==> config.mk <==
export PLATFORM = sky130hd
export DESIGN_NAME = spi_flash_erase_program_verify_unit
export DESIGN_NICKNAME = d
export VERILOG_FILES = /design/src/sv/sfepv_pkg.sv /design/src/sv/spi_flash_erase_program_verify_unit.sv
export SDC_FILE = /design/constraint.sdc
export NUM_CORES = 1
export LEC_CHECK = 0
export ABC_AREA = 0
export BUFFER_PORTS_ARGS = -buffer_cell sky130_fd_sc_hd__buf_2
export CORE_MARGIN = 2
export CORE_UTILIZATION = 30
export DETAILED_ROUTE_END_ITERATION = 16
export GPL_TIMING_DRIVEN = 0
export PLACE_DENSITY = 0.44
export SLEW_MARGIN = 15
export SYNTH_ARGS = -nofsm -noshare
export SYNTH_HDL_FRONTEND = slang
export SYNTH_SLANG_ARGS = --single-unit
==> constraint.sdc <==
create_clock -name clk -period 7.32 [get_ports clk]
set_input_delay 0.366 -clock clk [delete_from_list [all_inputs] [get_ports clk]]
set_output_delay 0.366 -clock clk [all_outputs]
set_load 0.02 [all_outputs]
==> src/sv/sfepv_pkg.sv <==
// Package: phase codes, request/action/status codes, config indices, reset defaults, commands and result type.
`timescale 1ns / 1ps
`default_nettype none

package sfepv_pkg;

  typedef enum logic [12:0] {
    PH_IDLE    = 13'h0001,
    PH_ID      = 13'h0002,
    PH_WREN_E  = 13'h0004,
    PH_BE      = 13'h0008,
    PH_ESR     = 13'h0010,
    PH_EWAIT   = 13'h0020,
    PH_WREN_P0 = 13'h0040,
    PH_RSR0    = 13'h0080,
    PH_PG_WREN = 13'h0100,
    PH_PG      = 13'h0200,
    PH_PSR     = 13'h0400,
    PH_PWAIT   = 13'h0800,
    PH_VF      = 13'h1000
  } phase_t;

  localparam logic [1:0] REQ_START     = 2'd0;
  localparam logic [1:0] REQ_XFER_DONE = 2'd1;
  localparam logic [1:0] REQ_WAIT_DONE = 2'd2;

  localparam logic [1:0] ACT_XCHG = 2'd0;
  localparam logic [1:0] ACT_WAIT = 2'd1;
  localparam logic [1:0] ACT_DONE = 2'd2;

  localparam logic [1:0] STS_OK       = 2'd0;
  localparam logic [1:0] STS_ERASE_TO = 2'd1;
  localparam logic [1:0] STS_MISMATCH = 2'd2;

  localparam logic [1:0] CFG_IMAGE_PAGES = 2'd0;
  localparam logic [1:0] CFG_VERIFY_EN   = 2'd1;
  localparam logic [1:0] CFG_ERASE_LIMIT = 2'd2;
  localparam logic [1:0] CFG_PAGE_LIMIT  = 2'd3;

  localparam logic [7:0] CMD_RDID = 8'h9F;
  localparam logic [7:0] CMD_RDSR = 8'h05;
  localparam logic [7:0] CMD_WREN = 8'h06;
  localparam logic [7:0] CMD_BE   = 8'hC7;
  localparam logic [7:0] CMD_PP   = 8'h02;
  localparam logic [7:0] CMD_READ = 8'h03;
  localparam logic [7:0] DUMMY    = 8'h00;

  localparam logic [12:0] RST_IMAGE_PAGES = 13'd1;
  localparam logic        RST_VERIFY_EN   = 1'b1;
  localparam logic [7:0]  RST_ERASE_LIMIT = 8'd20;
  localparam logic [7:0]  RST_PAGE_LIMIT  = 8'd100;

  typedef struct packed {
    logic [1:0] action;
    logic [7:0] mosi_byte;
    logic       release_select;
    logic       wait_long;
    logic       want_image;
    logic [1:0] status_code;
  } result_t;

endpackage

`default_nettype wire

==> src/sv/spi_flash_erase_program_verify_unit.sv <==
// Top level: SPI NOR flash erase, page program and verify sequencer.
//
// Input channel (in_valid/in_ready) carries one request per transaction:
// start, SPI byte exchanged (with miso_byte and, when asked, image_byte),
// or wait elapsed. Each accepted request yields zero or one result on the
// output channel (out_valid/out_ready): exchange a byte, wait, or done with
// a status. Requests that do not fit the current phase give no result.
// The step logic sits between the request and a single result register:
// a result is registered in the cycle after its request is accepted,
// and one request is taken per cycle while in_ready is high: whenever
// the result register is empty or is being drained. A stalled receiver
// holds the pending result and blocks further requests until it is taken.
// Registers are written through cfg_write_enable/cfg_index/cfg_data and
// take effect at once. Synchronous reset returns the sequencer to idle and
// loads the register defaults (1 page, verify on, limits 20 and 100).
`timescale 1ns / 1ps
`default_nettype none

module spi_flash_erase_program_verify_unit #(
  parameter int PAGE_SIZE = 256,
  parameter int MAX_PAGES = 4096
) (
  input  wire logic        clk,
  input  wire logic        rst,
  input  wire logic        cfg_write_enable,
  input  wire logic [1:0]  cfg_index,
  input  wire logic [12:0] cfg_data,
  input  wire logic        in_valid,
  output logic             in_ready,
  input  wire logic [1:0]  req_type,
  input  wire logic [7:0]  miso_byte,
  input  wire logic [7:0]  image_byte,
  output logic             out_valid,
  input  wire logic        out_ready,
  output logic [1:0]       action,
  output logic [7:0]       mosi_byte,
  output logic             release_select,
  output logic             wait_long,
  output logic             want_image,
  output logic [1:0]       status_code
);

  localparam int BI_W   = $clog2(PAGE_SIZE + 4);
  localparam int PN_W   = $clog2(MAX_PAGES + 1);
  localparam int CMP_W  = (PN_W > 13) ? PN_W : 13;

  localparam logic [BI_W-1:0]  BI_ONE  = BI_W'(1);
  localparam logic [BI_W-1:0]  BI_TWO  = BI_W'(2);
  localparam logic [BI_W-1:0]  BI_ADDR = BI_W'(3);
  localparam logic [BI_W-1:0]  BI_ID4  = BI_W'(4);
  localparam logic [BI_W-1:0]  BI_ID5  = BI_W'(5);
  localparam logic [BI_W-1:0]  BI_LAST = BI_W'(3 + PAGE_SIZE - 1);
  localparam logic [BI_W-1:0]  BI_END  = BI_W'(3 + PAGE_SIZE);
  localparam logic [CMP_W-1:0] MAXP    = CMP_W'(MAX_PAGES);

  // configuration
  logic [12:0] image_pages;
  logic        verify_enable;
  logic [7:0]  erase_poll_limit;
  logic [7:0]  page_poll_limit;

  // sequencer state
  sfepv_pkg::phase_t phase, phase_next;
  logic [BI_W-1:0]   byte_index, byte_index_next;
  logic [PN_W-1:0]   page_number, page_number_next;
  logic [7:0]        poll_count, poll_count_next;
  logic              mismatch_seen, mismatch_seen_next;

  sfepv_pkg::result_t res, out_res;
  logic               has_res;
  logic               accept;

  logic [CMP_W-1:0]  pages_eff;
  logic [23:0]       page_addr;
  logic [7:0]        addr_sel;
  logic              go_page, go_verify, mism;
  logic [PN_W-1:0]   pn_cand;

  assign in_ready = !out_valid || out_ready;
  assign accept   = in_valid && in_ready;

  always_ff @(posedge clk) begin
    if (rst) begin
      image_pages      <= sfepv_pkg::RST_IMAGE_PAGES;
      verify_enable    <= sfepv_pkg::RST_VERIFY_EN;
      erase_poll_limit <= sfepv_pkg::RST_ERASE_LIMIT;
      page_poll_limit  <= sfepv_pkg::RST_PAGE_LIMIT;
    end else if (cfg_write_enable) begin
      case (cfg_index)
        sfepv_pkg::CFG_IMAGE_PAGES: image_pages      <= cfg_data;
        sfepv_pkg::CFG_VERIFY_EN:   verify_enable    <= cfg_data[0];
        sfepv_pkg::CFG_ERASE_LIMIT: erase_poll_limit <= cfg_data[7:0];
        sfepv_pkg::CFG_PAGE_LIMIT:  page_poll_limit  <= cfg_data[7:0];
        default: ;
      endcase
    end
  end

  assign pages_eff = (CMP_W'(image_pages) > MAXP) ? MAXP : CMP_W'(image_pages);
  // page address wraps to 24 bits
  assign page_addr = 24'(page_number) * 24'(PAGE_SIZE);

  always_comb begin
    case (byte_index[1:0])
      2'd0:    addr_sel = page_addr[23:16];
      2'd1:    addr_sel = page_addr[15:8];
      2'd2:    addr_sel = page_addr[7:0];
      default: addr_sel = 8'h00;
    endcase
  end

  always_comb begin
    phase_next         = phase;
    byte_index_next    = byte_index;
    page_number_next   = page_number;
    poll_count_next    = poll_count;
    mismatch_seen_next = mismatch_seen;
    has_res            = 1'b0;
    res                = '0;
    go_page            = 1'b0;
    go_verify          = 1'b0;
    pn_cand            = page_number + PN_W'(1);
    mism               = mismatch_seen;

    if (req_type == sfepv_pkg::REQ_START) begin
      if (phase == sfepv_pkg::PH_IDLE) begin
        phase_next         = sfepv_pkg::PH_ID;
        byte_index_next    = BI_ONE;
        page_number_next   = '0;
        poll_count_next    = '0;
        mismatch_seen_next = 1'b0;
        has_res            = 1'b1;
        res.mosi_byte      = sfepv_pkg::CMD_RDID;
      end
    end else if (req_type == sfepv_pkg::REQ_WAIT_DONE) begin
      if (phase == sfepv_pkg::PH_EWAIT) begin
        phase_next      = sfepv_pkg::PH_ESR;
        byte_index_next = BI_ONE;
        has_res         = 1'b1;
        res.mosi_byte   = sfepv_pkg::CMD_RDSR;
      end else if (phase == sfepv_pkg::PH_PWAIT) begin
        if (poll_count >= page_poll_limit) begin
          go_page = 1'b1;
        end else begin
          phase_next      = sfepv_pkg::PH_PSR;
          byte_index_next = BI_ONE;
          has_res         = 1'b1;
          res.mosi_byte   = sfepv_pkg::CMD_RDSR;
        end
      end
    end else if (req_type == sfepv_pkg::REQ_XFER_DONE) begin
      case (phase)
        sfepv_pkg::PH_ID: begin
          has_res = 1'b1;
          if (byte_index < BI_ID5) begin
            res.mosi_byte      = sfepv_pkg::DUMMY;
            res.release_select = (byte_index == BI_ID4);
            byte_index_next    = byte_index + BI_ONE;
          end else begin
            phase_next         = sfepv_pkg::PH_WREN_E;
            res.mosi_byte      = sfepv_pkg::CMD_WREN;
            res.release_select = 1'b1;
          end
        end
        sfepv_pkg::PH_WREN_E: begin
          phase_next         = sfepv_pkg::PH_BE;
          has_res            = 1'b1;
          res.mosi_byte      = sfepv_pkg::CMD_BE;
          res.release_select = 1'b1;
        end
        sfepv_pkg::PH_BE: begin
          poll_count_next = '0;
          phase_next      = sfepv_pkg::PH_ESR;
          byte_index_next = BI_ONE;
          has_res         = 1'b1;
          res.mosi_byte   = sfepv_pkg::CMD_RDSR;
        end
        sfepv_pkg::PH_ESR: begin
          has_res = 1'b1;
          if (byte_index == BI_ONE) begin
            byte_index_next    = BI_TWO;
            res.mosi_byte      = sfepv_pkg::DUMMY;
            res.release_select = 1'b1;
          end else if (miso_byte[0]) begin
            if (poll_count >= erase_poll_limit) begin
              phase_next      = sfepv_pkg::PH_IDLE;
              res.action      = sfepv_pkg::ACT_DONE;
              res.status_code = sfepv_pkg::STS_ERASE_TO;
            end else begin
              poll_count_next = poll_count + 8'd1;
              phase_next      = sfepv_pkg::PH_EWAIT;
              res.action      = sfepv_pkg::ACT_WAIT;
              res.wait_long   = 1'b1;
            end
          end else begin
            phase_next         = sfepv_pkg::PH_WREN_P0;
            res.mosi_byte      = sfepv_pkg::CMD_WREN;
            res.release_select = 1'b1;
          end
        end
        sfepv_pkg::PH_WREN_P0: begin
          phase_next      = sfepv_pkg::PH_RSR0;
          byte_index_next = BI_ONE;
          has_res         = 1'b1;
          res.mosi_byte   = sfepv_pkg::CMD_RDSR;
        end
        sfepv_pkg::PH_RSR0: begin
          if (byte_index == BI_ONE) begin
            byte_index_next    = BI_TWO;
            has_res            = 1'b1;
            res.mosi_byte      = sfepv_pkg::DUMMY;
            res.release_select = 1'b1;
          end else begin
            pn_cand = '0;
            go_page = 1'b1;
          end
        end
        sfepv_pkg::PH_PG_WREN: begin
          phase_next      = sfepv_pkg::PH_PG;
          byte_index_next = '0;
          has_res         = 1'b1;
          res.mosi_byte   = sfepv_pkg::CMD_PP;
        end
        sfepv_pkg::PH_PG: begin
          if (byte_index < BI_ADDR) begin
            has_res         = 1'b1;
            res.mosi_byte   = addr_sel;
            res.want_image  = (byte_index == BI_TWO);
            byte_index_next = byte_index + BI_ONE;
          end else if (byte_index < BI_END) begin
            has_res            = 1'b1;
            res.mosi_byte      = image_byte;
            res.release_select = (byte_index == BI_LAST);
            res.want_image     = (byte_index < BI_LAST);
            byte_index_next    = byte_index + BI_ONE;
          end else begin
            poll_count_next = '0;
            if (page_poll_limit == 8'd0) begin
              go_page = 1'b1;
            end else begin
              phase_next      = sfepv_pkg::PH_PSR;
              byte_index_next = BI_ONE;
              has_res         = 1'b1;
              res.mosi_byte   = sfepv_pkg::CMD_RDSR;
            end
          end
        end
        sfepv_pkg::PH_PSR: begin
          if (byte_index == BI_ONE) begin
            byte_index_next    = BI_TWO;
            has_res            = 1'b1;
            res.mosi_byte      = sfepv_pkg::DUMMY;
            res.release_select = 1'b1;
          end else if (miso_byte[0]) begin
            poll_count_next = poll_count + 8'd1;
            phase_next      = sfepv_pkg::PH_PWAIT;
            has_res         = 1'b1;
            res.action      = sfepv_pkg::ACT_WAIT;
          end else begin
            go_page = 1'b1;
          end
        end
        sfepv_pkg::PH_VF: begin
          if (byte_index < BI_ADDR) begin
            has_res         = 1'b1;
            res.mosi_byte   = addr_sel;
            byte_index_next = byte_index + BI_ONE;
          end else begin
            if (byte_index > BI_ADDR && miso_byte != image_byte) begin
              mism = 1'b1;
            end
            mismatch_seen_next = mism;
            if (byte_index < BI_END) begin
              has_res            = 1'b1;
              res.mosi_byte      = sfepv_pkg::DUMMY;
              res.release_select = (byte_index == BI_LAST);
              res.want_image     = 1'b1;
              byte_index_next    = byte_index + BI_ONE;
            end else if (mism) begin
              phase_next      = sfepv_pkg::PH_IDLE;
              has_res         = 1'b1;
              res.action      = sfepv_pkg::ACT_DONE;
              res.status_code = sfepv_pkg::STS_MISMATCH;
            end else begin
              page_number_next = pn_cand;
              go_verify        = 1'b1;
            end
          end
        end
        default: ;
      endcase
    end

    // move to a page, or past the last one
    if (go_page) begin
      page_number_next = pn_cand;
      if (CMP_W'(pn_cand) >= pages_eff) begin
        if (verify_enable) begin
          page_number_next = '0;
          go_verify        = 1'b1;
        end else begin
          phase_next = sfepv_pkg::PH_IDLE;
          has_res    = 1'b1;
          res.action = sfepv_pkg::ACT_DONE;
        end
      end else begin
        phase_next         = sfepv_pkg::PH_PG_WREN;
        has_res            = 1'b1;
        res.mosi_byte      = sfepv_pkg::CMD_WREN;
        res.release_select = 1'b1;
      end
    end

    if (go_verify) begin
      has_res = 1'b1;
      if (CMP_W'(page_number_next) >= pages_eff) begin
        phase_next = sfepv_pkg::PH_IDLE;
        res.action = sfepv_pkg::ACT_DONE;
      end else begin
        phase_next         = sfepv_pkg::PH_VF;
        byte_index_next    = '0;
        mismatch_seen_next = 1'b0;
        res.mosi_byte      = sfepv_pkg::CMD_READ;
      end
    end
  end

  always_ff @(posedge clk) begin
    if (rst) begin
      phase         <= sfepv_pkg::PH_IDLE;
      byte_index    <= '0;
      page_number   <= '0;
      poll_count    <= '0;
      mismatch_seen <= 1'b0;
      out_valid     <= 1'b0;
    end else begin
      if (accept) begin
        phase         <= phase_next;
        byte_index    <= byte_index_next;
        page_number   <= page_number_next;
        poll_count    <= poll_count_next;
        mismatch_seen <= mismatch_seen_next;
        out_valid     <= has_res;
      end else if (out_ready) begin
        out_valid <= 1'b0;
      end
    end
  end

  always_ff @(posedge clk) begin
    if (accept && has_res) begin
      out_res <= res;
    end
  end

  assign action         = out_res.action;
  assign mosi_byte      = out_res.mosi_byte;
  assign release_select = out_res.release_select;
  assign wait_long      = out_res.wait_long;
  assign want_image     = out_res.want_image;
  assign status_code    = out_res.status_code;

endmodule

`default_nettype wire

### Word level (Yosys, flattened, before mapping)

Cells that the tools add are included.
W data, S select, Z words.

| operators by class | value |
|---|---|
| add/sub/neg operators | 3 |
| order comparisons | 10 |
| equality and inequality tests | 33 |
| muxes and demuxes | 189 |
| bitwise gates (word level) | 3 |
| reductions and logical operators | 23 |

Operator list:

| cell | count |
|---|---|
| $mux W13 | 39 |
| $mux W9 | 17 |
| $mux W8 | 18 |
| $pmux W13 S9 | 1 |
| $mux W1 | 75 |
| $pmux W8 S8 | 1 |
| $pmux W9 S6 | 1 |
| $pmux W8 S4 | 1 |
| $ge A13 B13 Y1 | 2 |
| $mux W3 | 8 |
| $mux W2 | 11 |
| $ne A3 B3 Y1 const B | 7 |
| $lt A9 B9 Y1 const B | 2 |
| $ge A8 B8 Y1 | 2 |
| $pmux W8 S2 | 1 |
| $mux W15 | 1 |
| $add A13 B1 Y13 const B | 1 |
| $eq A13 B1 Y1 const B | 1 |
| $eq A13 B10 Y1 const B | 1 |
| $eq A13 B11 Y1 const B | 1 |
| $eq A13 B12 Y1 const B | 1 |
| $eq A13 B13 Y1 const B | 1 |
| $eq A13 B2 Y1 const B | 1 |
| $eq A13 B3 Y1 const B | 1 |
| 46 further kinds | 66 |

| storage, ports and cells | value |
|---|---|
| register bits | 90 |
| input port bits | 38 |
| output and inout port bits | 17 |
| word-level logic and storage cells | 277 |

### Logic depth before layout (Yosys ltp)

Gate-level depths: netlist of run 1.

| logic depth | value |
|---|---|
| depth in word-level cells | 23 |
| mapped depth | 27 |
| depth with buffers taken out | 24 |

### Worst setup path after synthesis of run 1

OpenSTA, ideal clock, no wires.

| path | value |
|---|---|
| kind | register to register |
| start | register phase[9] |
| end | register out_res, in the netlist mosi_byte[0], data pin |
| library setup time | 264 ps |
| data arrival time | 5363 ps |
| data required time | 7056 ps |
| setup slack | 1692 ps |
| cell stages (with the launch flop) | 24 |
| path buffers | 3 |
| clock period less this slack | 5628 ps |
| path through | dfxtp_1 > buf_2 > nor4_1 > nand2_1 > nor4_1 > nor2_1 > ha_1 > a211o_1 > o221a_2 > o311a_1 > o21ai_0 > a31o_2 > buf_2 > nand2_1 > a31oi_1 > ha_1 > nand3_1 > o21bai_1 > a31oi_1 > o221ai_1 > a211o_1 > o21ai_1 > buf_2 > o31ai_1 |

RTL lines:

| element | line | RTL |
|---|---|---|
| start, declared | spi_flash_erase_program_verify_unit.sv:63 | `sfepv_pkg::phase_t phase, phase_next;` |
| start signal, assigned | spi_flash_erase_program_verify_unit.sv:330 | `phase <= sfepv_pkg::PH_IDLE;` |
| start signal, assigned | spi_flash_erase_program_verify_unit.sv:338 | `phase <= phase_next;` |
| end signal, assigned | spi_flash_erase_program_verify_unit.sv:352 | `out_res <= res;` |
| end, declared | spi_flash_erase_program_verify_unit.sv:69 | `sfepv_pkg::result_t res, out_res;` |

==> summary.txt, run 1 <==
Cells and area
  – Fraction of layout cells with a size suffix above 1: 10.70%
  – Antenna Cells: 0
  – Fin nets: 1,091
  – Layout area overhead: 14.29%
  – Final Instance Count excl. Fillers: 1,328

Synth
  – Synth Area per Inst: 7.535 µm²
  – Largest cells by area after synthesis: dfxtp_1 (21%), ha_1 (8.5%), nand2_1 (7.2%)
  – Post-synth top area share: 21.20%
  – Synth Flop Type: dfxtp_1
  – Seq cells post-synth: 90
  – Most frequent cell after synthesis: nand2_1
  – Number of synthesized flops with an enable pin: 15
  – Post-Syn Instances: 940
  – Yosys top cell by area: dfxtp_1
  – Synth warn: 0
  – Syn nets: 1,026
  – Synth unique cells: 83
  – Most common library cells after synthesis: nand2_1 (135), nor2_1 (85), dfxtp_1 (75), a21oi_1 (68), ha_1 (48)
  – Mapped cell area: 7083 µm²
  – Seq/Total Area, Yosys: 27.56%
  – Async SR Flop Fraction: 0%

Routing
  – DRC Markers: 0
  – Drt total wl: 27,530 µm
  – Top routing layer in use: met4
  – Routed Antenna Nets: 0
  – DRT met1 WL: 13,150 µm
  – Drt pass-1 iters: 5
  – Vias post-DR: 7,475
  – Avg WL per Cell: 20.73 µm
  – Via/cell ratio: 5.629
  – Met2 WL: 12,050 µm
  – Initial DRC count: 503
  – WL met3: 1540 µm

Worst setup path
  – CP Capture Type: flip-flop
  – Worst Path Arrival: 6.97 ns
  – Data required, critical path: 7.41 ns
  – Peak per-stage delay on the critical path: 0.55 ns
  – Startpoint types: flip-flop
  – Critical path type: flip-flop to flip-flop
  – Worst Path Max Fanout: 10
  – Critical path's most frequent cell: nand2_1
  – CP max-delay cell: nor4_1

Clock network
  – CTS Root Cell: clkbuf_16
  – Setup bufs post-CTS: 0
  – Clock Sinks: 90
  – CTS tree: yes
  – Clock-pin slew on the worst setup and hold paths: 0.07 ns
  – Total CTS buffers: 9
  – Clock latency on the worst-skew pair: 0.36 ns
  – CTS HTree Levels: 3
  – # hold bufs at CTS: 0
  – Clock Path Buffers: 2

Floorplan
  – Die W: 157.7 µm
  – # rows: 56
  – # IOs: 55
  – Die ar.: 24,860 µm²
  – Starting density of the core: 30.36%
  – Die Y: 157.7 µm
  – Core area: 23,330 µm²

Placement
  – Hpwl dp: 21,290 µm
  – Port-buffer cells: 51
  – Placed Cells: 1,313
  – GPL Wtd Cong: 0.9487

GRT
  – Vias in the first global route: 7,138
  – Total track usage: 22.40%
  – Grt total ovfl: 0
  – Global-route wire length before repair: 41,860 µm
  – Initial antenna violation count: 0
  – Largest net degree at the start of global routing: 17

STA
  – Maximum clock rate: 0.1454 GHz
  – Setup TNS: 0 ns
  – Max-slew headroom: 25.39%
  – Final min period: 6.877 ns
  – Least-Margin Pin Slew: 1.091 ns
  – Clock Skew: 0.01142 ns
  – # setup viols final: 0
  – Crit share post-route: 93.95%
  – Slew Limit Fails: 0
  – Final hold vios: 0
  – RSZ-0062 raised after global routing: no

Power and ir drop
  – Max IR drop VDD: 0.1256 mV
  – P per Cell Area: 151.7 nW/µm²
  – P_leak: 0.003137 µW
  – Overall power: 1228 µW

Worst hold path
  – Worst min path class: input pin to flip-flop

Outcome
  – Status: finished, final reports clean

Job
  – Max_cap viols: 0
[report_power, final]
part           total [µW]  internal (µW)  switching [µW]
combinational         195           65.8             129
sequential            525            514            10.5
clock                 508            276             232
[registers in the layout (all words and copies together) (netlist names), 2 cells and up]
signal            cells
mosi_byte             8
erase_poll_limit      8
byte_index            9
poll_count            8
page_number          13
image_pages          13
status_code           2
phase                13
page_poll_limit       8
action                2
[worst max-delay path, delay by kind of cell (launching register included)]
kind	cells	cell delay [ns]
AO/OA/AOI/OAI	12	3.00
AND/OR/NAND/NOR	7	1.77
buffers and inverters	4	0.96
adder cells (fa/ha/maj)	2	0.53
flip-flops	1	0.34
[layout make-up]
cell class / instances / area, µm²
Fill cell: 2539 / 15240
Clock inverter: 4 / 37.54
Multi-Input combinational cell: 759 / 4778
Inverter: 37 / 138.9
Sequential cell: 90 / 1952
Timing Repair Buffer: 54 / 285.3
Clock buffer: 11 / 275.3
Tap cell: 319 / 399.1
Buffer: 54 / 229.0
[cell usage in the layout, fill, tap and decap left out, types with 6 or more instances in the layout]
cell	count
nand2_1	135
nor2_1	84
dfxtp_1	75
a21oi_1	68
buf_2	59
ha_1	48
o21ai_0	41
clkbuf_1	40
nand3_1	37
inv_1	36
nand4_1	29
nor3_1	26
xnor2_1	16
and3_1	15
and2_1	15
edfxtp_1	15
a211oi_1	14
a21o_1	14
nor4_1	13
a31oi_1	13
nor2b_1	12
a22oi_1	11
clkbuf_16	11
o22ai_1	9
xor2_1	8
o211ai_1	8
o31ai_1	7
mux2i_1	7
nand2b_1	6
or3_1	6
a32o_1	6
[metrics by stage]
step	instance area (µm²)	hold slack [ns]	util [%]	setup slack [ns]
after global placement	7737	0.4454	33.16	-0.5885
after CTS	8095	0.2308	34.70	0.4215
final	8095	0.2378	34.70	0.4426
after floorplan	7083	0.4328	-	1.692
after detailed placement	7782	0.4478	33.35	0.4423
after global routing	8095	0.2361	34.70	0.08780
[cell families (layout without fill, tap and decap cells)]
family / after synthesis / count (layout) / synth area share, %
DFF: 90 / 90 / 27.56
xor gates and xnor gates: 24 / 24 / 2.968
adders and majority gates: 48 / 48 / 8.479
and+or+nand+nor: 419 / 419 / 29.69
AOI/OAI and AO/OA: 259 / 259 / 24.80
muxes: 9 / 9 / 1.307
buffers and inverters: 91 / 160 / 5.193
[worst paths after layout]
kind / from / to / slack (ns) / depth (start not counted)
worst min register to register: image_pages[5]$_SDFFE_PP0P_ / image_pages[5]$_SDFFE_PP0P_ / 0.46 / 2
worst max register to register: phase[11]$_SDFFE_PP0P_ / mosi_byte[0]$_DFFE_PP_ / 0.44 / 25
worst min-delay path: cfg_data[9] / image_pages[9]$_SDFFE_PP0P_ / 0.24 / 3
worst max-delay path: phase[11]$_SDFFE_PP0P_ / mosi_byte[0]$_DFFE_PP_ / 0.44 / 25
[routing by layer]
| metal | vias up | global-route usage [%] |
|---|---|---|
| li1 | 3626 | - |
| met1 | 3541 | 31.35 |
| met5 | - | 0 |
| met4 | 0 | 8.788 |
| met3 | 42 | 3.175 |
| met2 | 266 | 34.66 |
[timing repair]
| item | in CTS | in global routing |
|---|---|---|
| resized for setup | 0 | 1 |
| setup endpoints to repair | 0 | 8 |
| hold endpoints to repair | 0 | 0 |
No activity file was read; power rests on OpenSTA's default activity.
==> run 2: changes to the inputs <==
--- a/config.mk
+++ b/config.mk
@@ -8,10 +8,10 @@
 export ABC_AREA = 0
 export BUFFER_PORTS_ARGS = -buffer_cell sky130_fd_sc_hd__buf_2
 export CORE_MARGIN = 2
-export CORE_UTILIZATION = 30
+export CORE_UTILIZATION = 60
 export DETAILED_ROUTE_END_ITERATION = 16
 export GPL_TIMING_DRIVEN = 0
-export PLACE_DENSITY = 0.44
+export PLACE_DENSITY = 0.78
 export SLEW_MARGIN = 15
 export SYNTH_ARGS = -nofsm -noshare
 export SYNTH_HDL_FRONTEND = slang
==> run 2 against run 1 <==
Cell count down 13%. Worst hold slack about the same. Sequential share of layout area up 0.81 points. Register-to-register slack worse by 0.15 ns. Clock-buffer cell count down 2. Critical endpoint unchanged. Highest routed layer unchanged.
==> summary.txt, run 2 (synthesized netlist as in run 1, its figures left out) <==
STA
  – Setup TNS: 0 ns (unchanged)
  – Slew Limit Fails: 0 (unchanged)
  – PnR worst setup slack: 0.2966 ns (-0.1460 ns)
  – Final hold vios: 0 (unchanged)
  – Min Hold Slack: 0.2374 ns (-0.0003910 ns)
  – Maximum clock rate: 0.1424 GHz (-2.1%)
  – Clock Skew: 0.007709 ns (-0.003716 ns)
  – Max-slew headroom: 21.29% (-4.1 points)
  – # setup viols final: 0 (unchanged)
  – Final min period: 7.023 ns (+0.1460 ns)
  – Least-Margin Pin Slew: 1.166 ns (+0.07488 ns)
  – RSZ-0062 raised after global routing: no
  – Crit share post-route: 95.95% (+2.0 points)

Routing
  – WL met3: 2384 µm (+55%)
  – Met2 WL: 9830 µm (-18%)
  – Vias post-DR: 7,721 (+3.3%)
  – Top routing layer in use: met4
  – Avg WL per Cell: 20.36 µm (-1.8%)
  – DRT met1 WL: 10,040 µm (-24%)
  – Drt pass-1 iters: 5 (unchanged)
  – Initial DRC count: 918 (+83%)
  – Routed Antenna Nets: 0 (unchanged)
  – Via/cell ratio: 6.708 (+19%)
  – DRC Markers: 0 (unchanged)
  – Drt total wl: 23,430 µm (-15%)

Clock network
  – # hold bufs at CTS: 0 (unchanged)
  – Cts repair resizes: 0 (unchanged)
  – CTS Root Cell: clkbuf_16
  – CTS HTree Levels: 3 (unchanged)
  – CTS tree: yes
  – Clock Sinks: 90 (unchanged)
  – Total CTS buffers: 9 (unchanged)
  – Clock Path Buffers: 2 (unchanged)
  – Clock latency on the worst-skew pair: 0.36 ns (about the same)
  – Setup bufs post-CTS: 0 (unchanged)
  – Clock-pin slew on the worst setup and hold paths: 0.07 ns (about the same)

Floorplan
  – # rows: 39 (-30%)
  – Core area: 11,470 µm² (-51%)
  – Die W: 112.7 µm (-29%)
  – Die Y: 112.7 µm (-29%)
  – Die ar.: 12,690 µm² (-49%)
  – Starting density of the core: 61.77% (+31 points)
  – # IOs: 55 (unchanged)

Placement
  – GPL Wtd Cong: 1.067 (+12%)
  – Pre-CTS setup slack: 0.6555 ns (+0.2132 ns)
  – Placed cell areas: 7537 µm² (-3.2%)
  – Hpwl dp: 18,070 µm (-15%)
  – Port-buffer cells: 51 (unchanged)

Worst setup path
  – Crit-path cells: clkbuf_1 -> nor4_1 -> nand2_1 -> nor4_2 -> buf_2 -> nor2_1 -> ha_1 -> a211o_1 -> o221a_2 -> o311a_1 -> o21ai_0 -> a31o_2 -> buf_2 -> a21oi_1 -> a31oi_1 -> ha_1 -> nand3_1 -> o21bai_1 -> a31oi_1 -> o221ai_1 -> a211o_1 -> o21ai_1 -> buf_2 -> o31ai_1
  – Worst path depth: 24 (-4.0%)
  – Worst r2r src: phase[11]$_SDFFE_PP0P_
  – Worst Path Max Fanout: 10 (unchanged)
  – WP buf/inv: 4 (unchanged)
  – CP Capture Type: flip-flop
  – Critical path's most frequent cell: buf_2
  – Worst Path Arrival: 7.11 ns (+0.14 ns)
  – Worst Setup EP: mosi_byte[0]$_DFFE_PP_
  – Worst r2r path cells: 24 (-4.0%)
  – Data required, critical path: 7.41 ns (about the same)
  – Critical path type: flip-flop to flip-flop
  – Startpoint types: flip-flop
  – Critical Path Source: phase[11]$_SDFFE_PP0P_
  – R2R Setup Slk: 0.30 ns (-0.15 ns)
  – CP max-delay cell: nor4_1
  – CP top delay family: compound AO/OA/AOI/OAI gates
  – Worst R2R End: mosi_byte[0]$_DFFE_PP_
  – Peak per-stage delay on the critical path: 0.56 ns (about the same)

Cells and area
  – Most frequent cells in the layout: nand2_1 (135), nor2_1 (84), dfxtp_1 (75), a21oi_1 (68), buf_2 (60)
  – Top Registers: image_pages (13), page_number (13), phase (13)
  – Fin nets: 1,089 (-0.18%)
  – Fraction of layout cells with a size suffix above 1: 10.62% (-0.089 points)
  – Layout area overhead: 10.58%
  – Most common cell after layout, fill and taps aside: nand2_1
  – Antenna Cells: 0 (unchanged)
  – Fin area: 7833 µm² (-3.2%)

Power and ir drop
  – P per Cell Area: 150.9 nW/µm² (-0.51%)
  – P_leak: 0.003111 µW (-0.82%)
  – Max IR drop VDD: 0.1420 mV (+13%)

GRT
  – Vias in the first global route: 7,037 (-1.4%)
  – Initial antenna violation count: 0 (unchanged)
  – Largest net degree at the start of global routing: 19 (+2)
  – Total track usage: 37.33% (+15 points)
  – Global-route wire length before repair: 37,520 µm (-10%)
  – Grt total ovfl: 0 (unchanged)

Job
  – Max_cap viols: 0 (unchanged)

Worst hold path
  – Worst min path class: input pin to flip-flop

Outcome
  – Status: finished, final reports clean
[run 2: cell count changes in the layout (fill, tap and decap cells not counted), sizes merged]
| cell | delta |
|---|---|
| clkinvlp | +1 |
| buf | -2 |
| clkinv | +1 |
| inv | +1 |
| clkbuf | -2 |
[run 2: layout make-up]
type / count / area, µm²
multi-input cells: 759 / 4778
fillers: 1035 / 3635
flip-flops and latches: 90 / 1952
repair buffers: 52 / 260.3
plain buffers: 54 / 229.0
clock buffers: 9 / 225.2
well taps: 143 / 178.9
inverters: 37 / 138.9
clock inverters: 7 / 70.07
[run 2: metal layers]
layer	up-vias	global-route usage (%)
li1	3629	-
met5	-	0
met2	465	56.13
met4	0	17.64
met1	3524	51.77
met3	103	6.965
[run 2: report_power, final]
group | switching [µW] | total, µW | internal [µW]
Combinational | 125 | 190 | 65.1
Sequential | 9.83 | 524 | 515
Clock | 228 | 467 | 240
Total | 363 | 1180 | 820
[run 2: how the worst min path moves through the flow]
stage          depth (start not counted)                         from  slack [ns]                            to
2_1_floorplan                          2  image_pages[0]$_SDFFE_PP1P_        0.43   image_pages[0]$_SDFFE_PP1P_
3_3_place_gp                           2  image_pages[4]$_SDFFE_PP0P_        0.44   image_pages[4]$_SDFFE_PP0P_
3_5_place_dp                           2  image_pages[3]$_SDFFE_PP0P_        0.45   image_pages[3]$_SDFFE_PP0P_
4_1_cts                                3                 cfg_data[12]        0.23  image_pages[12]$_SDFFE_PP0P_
5_1_grt                                3                 cfg_data[11]        0.24  image_pages[11]$_SDFFE_PP0P_
6_report                               3                 cfg_data[12]        0.24  image_pages[12]$_SDFFE_PP0P_
[run 2: worst register-to-register path, stage by stage, from the launching register on]
cell	delay, ns
dfxtp_1	0.31
clkbuf_1	0.22
nor4_1	0.56
nand2_1	0.32
nor4_2	0.56
buf_2	0.30
nor2_1	0.10
ha_1	0.20
a211o_1	0.32
o221a_2	0.26
o311a_1	0.18
o21ai_0	0.51
a31o_2	0.30
buf_2	0.22
a21oi_1	0.08
a31oi_1	0.20
ha_1	0.19
nand3_1	0.10
o21bai_1	0.16
a31oi_1	0.20
o221ai_1	0.16
a211o_1	0.35
o21ai_1	0.40
buf_2	0.37
o31ai_1	0.14
[run 2: metrics by stage]
step,power (µW),instances,util (%)
global route,1218,1151,68.30
detailed placement,718.0,1135,65.73
global placement,715.4,1134,65.55
finish,1182,1151,68.30
CTS,1177,1151,68.30
floorplan,654.9,940,-
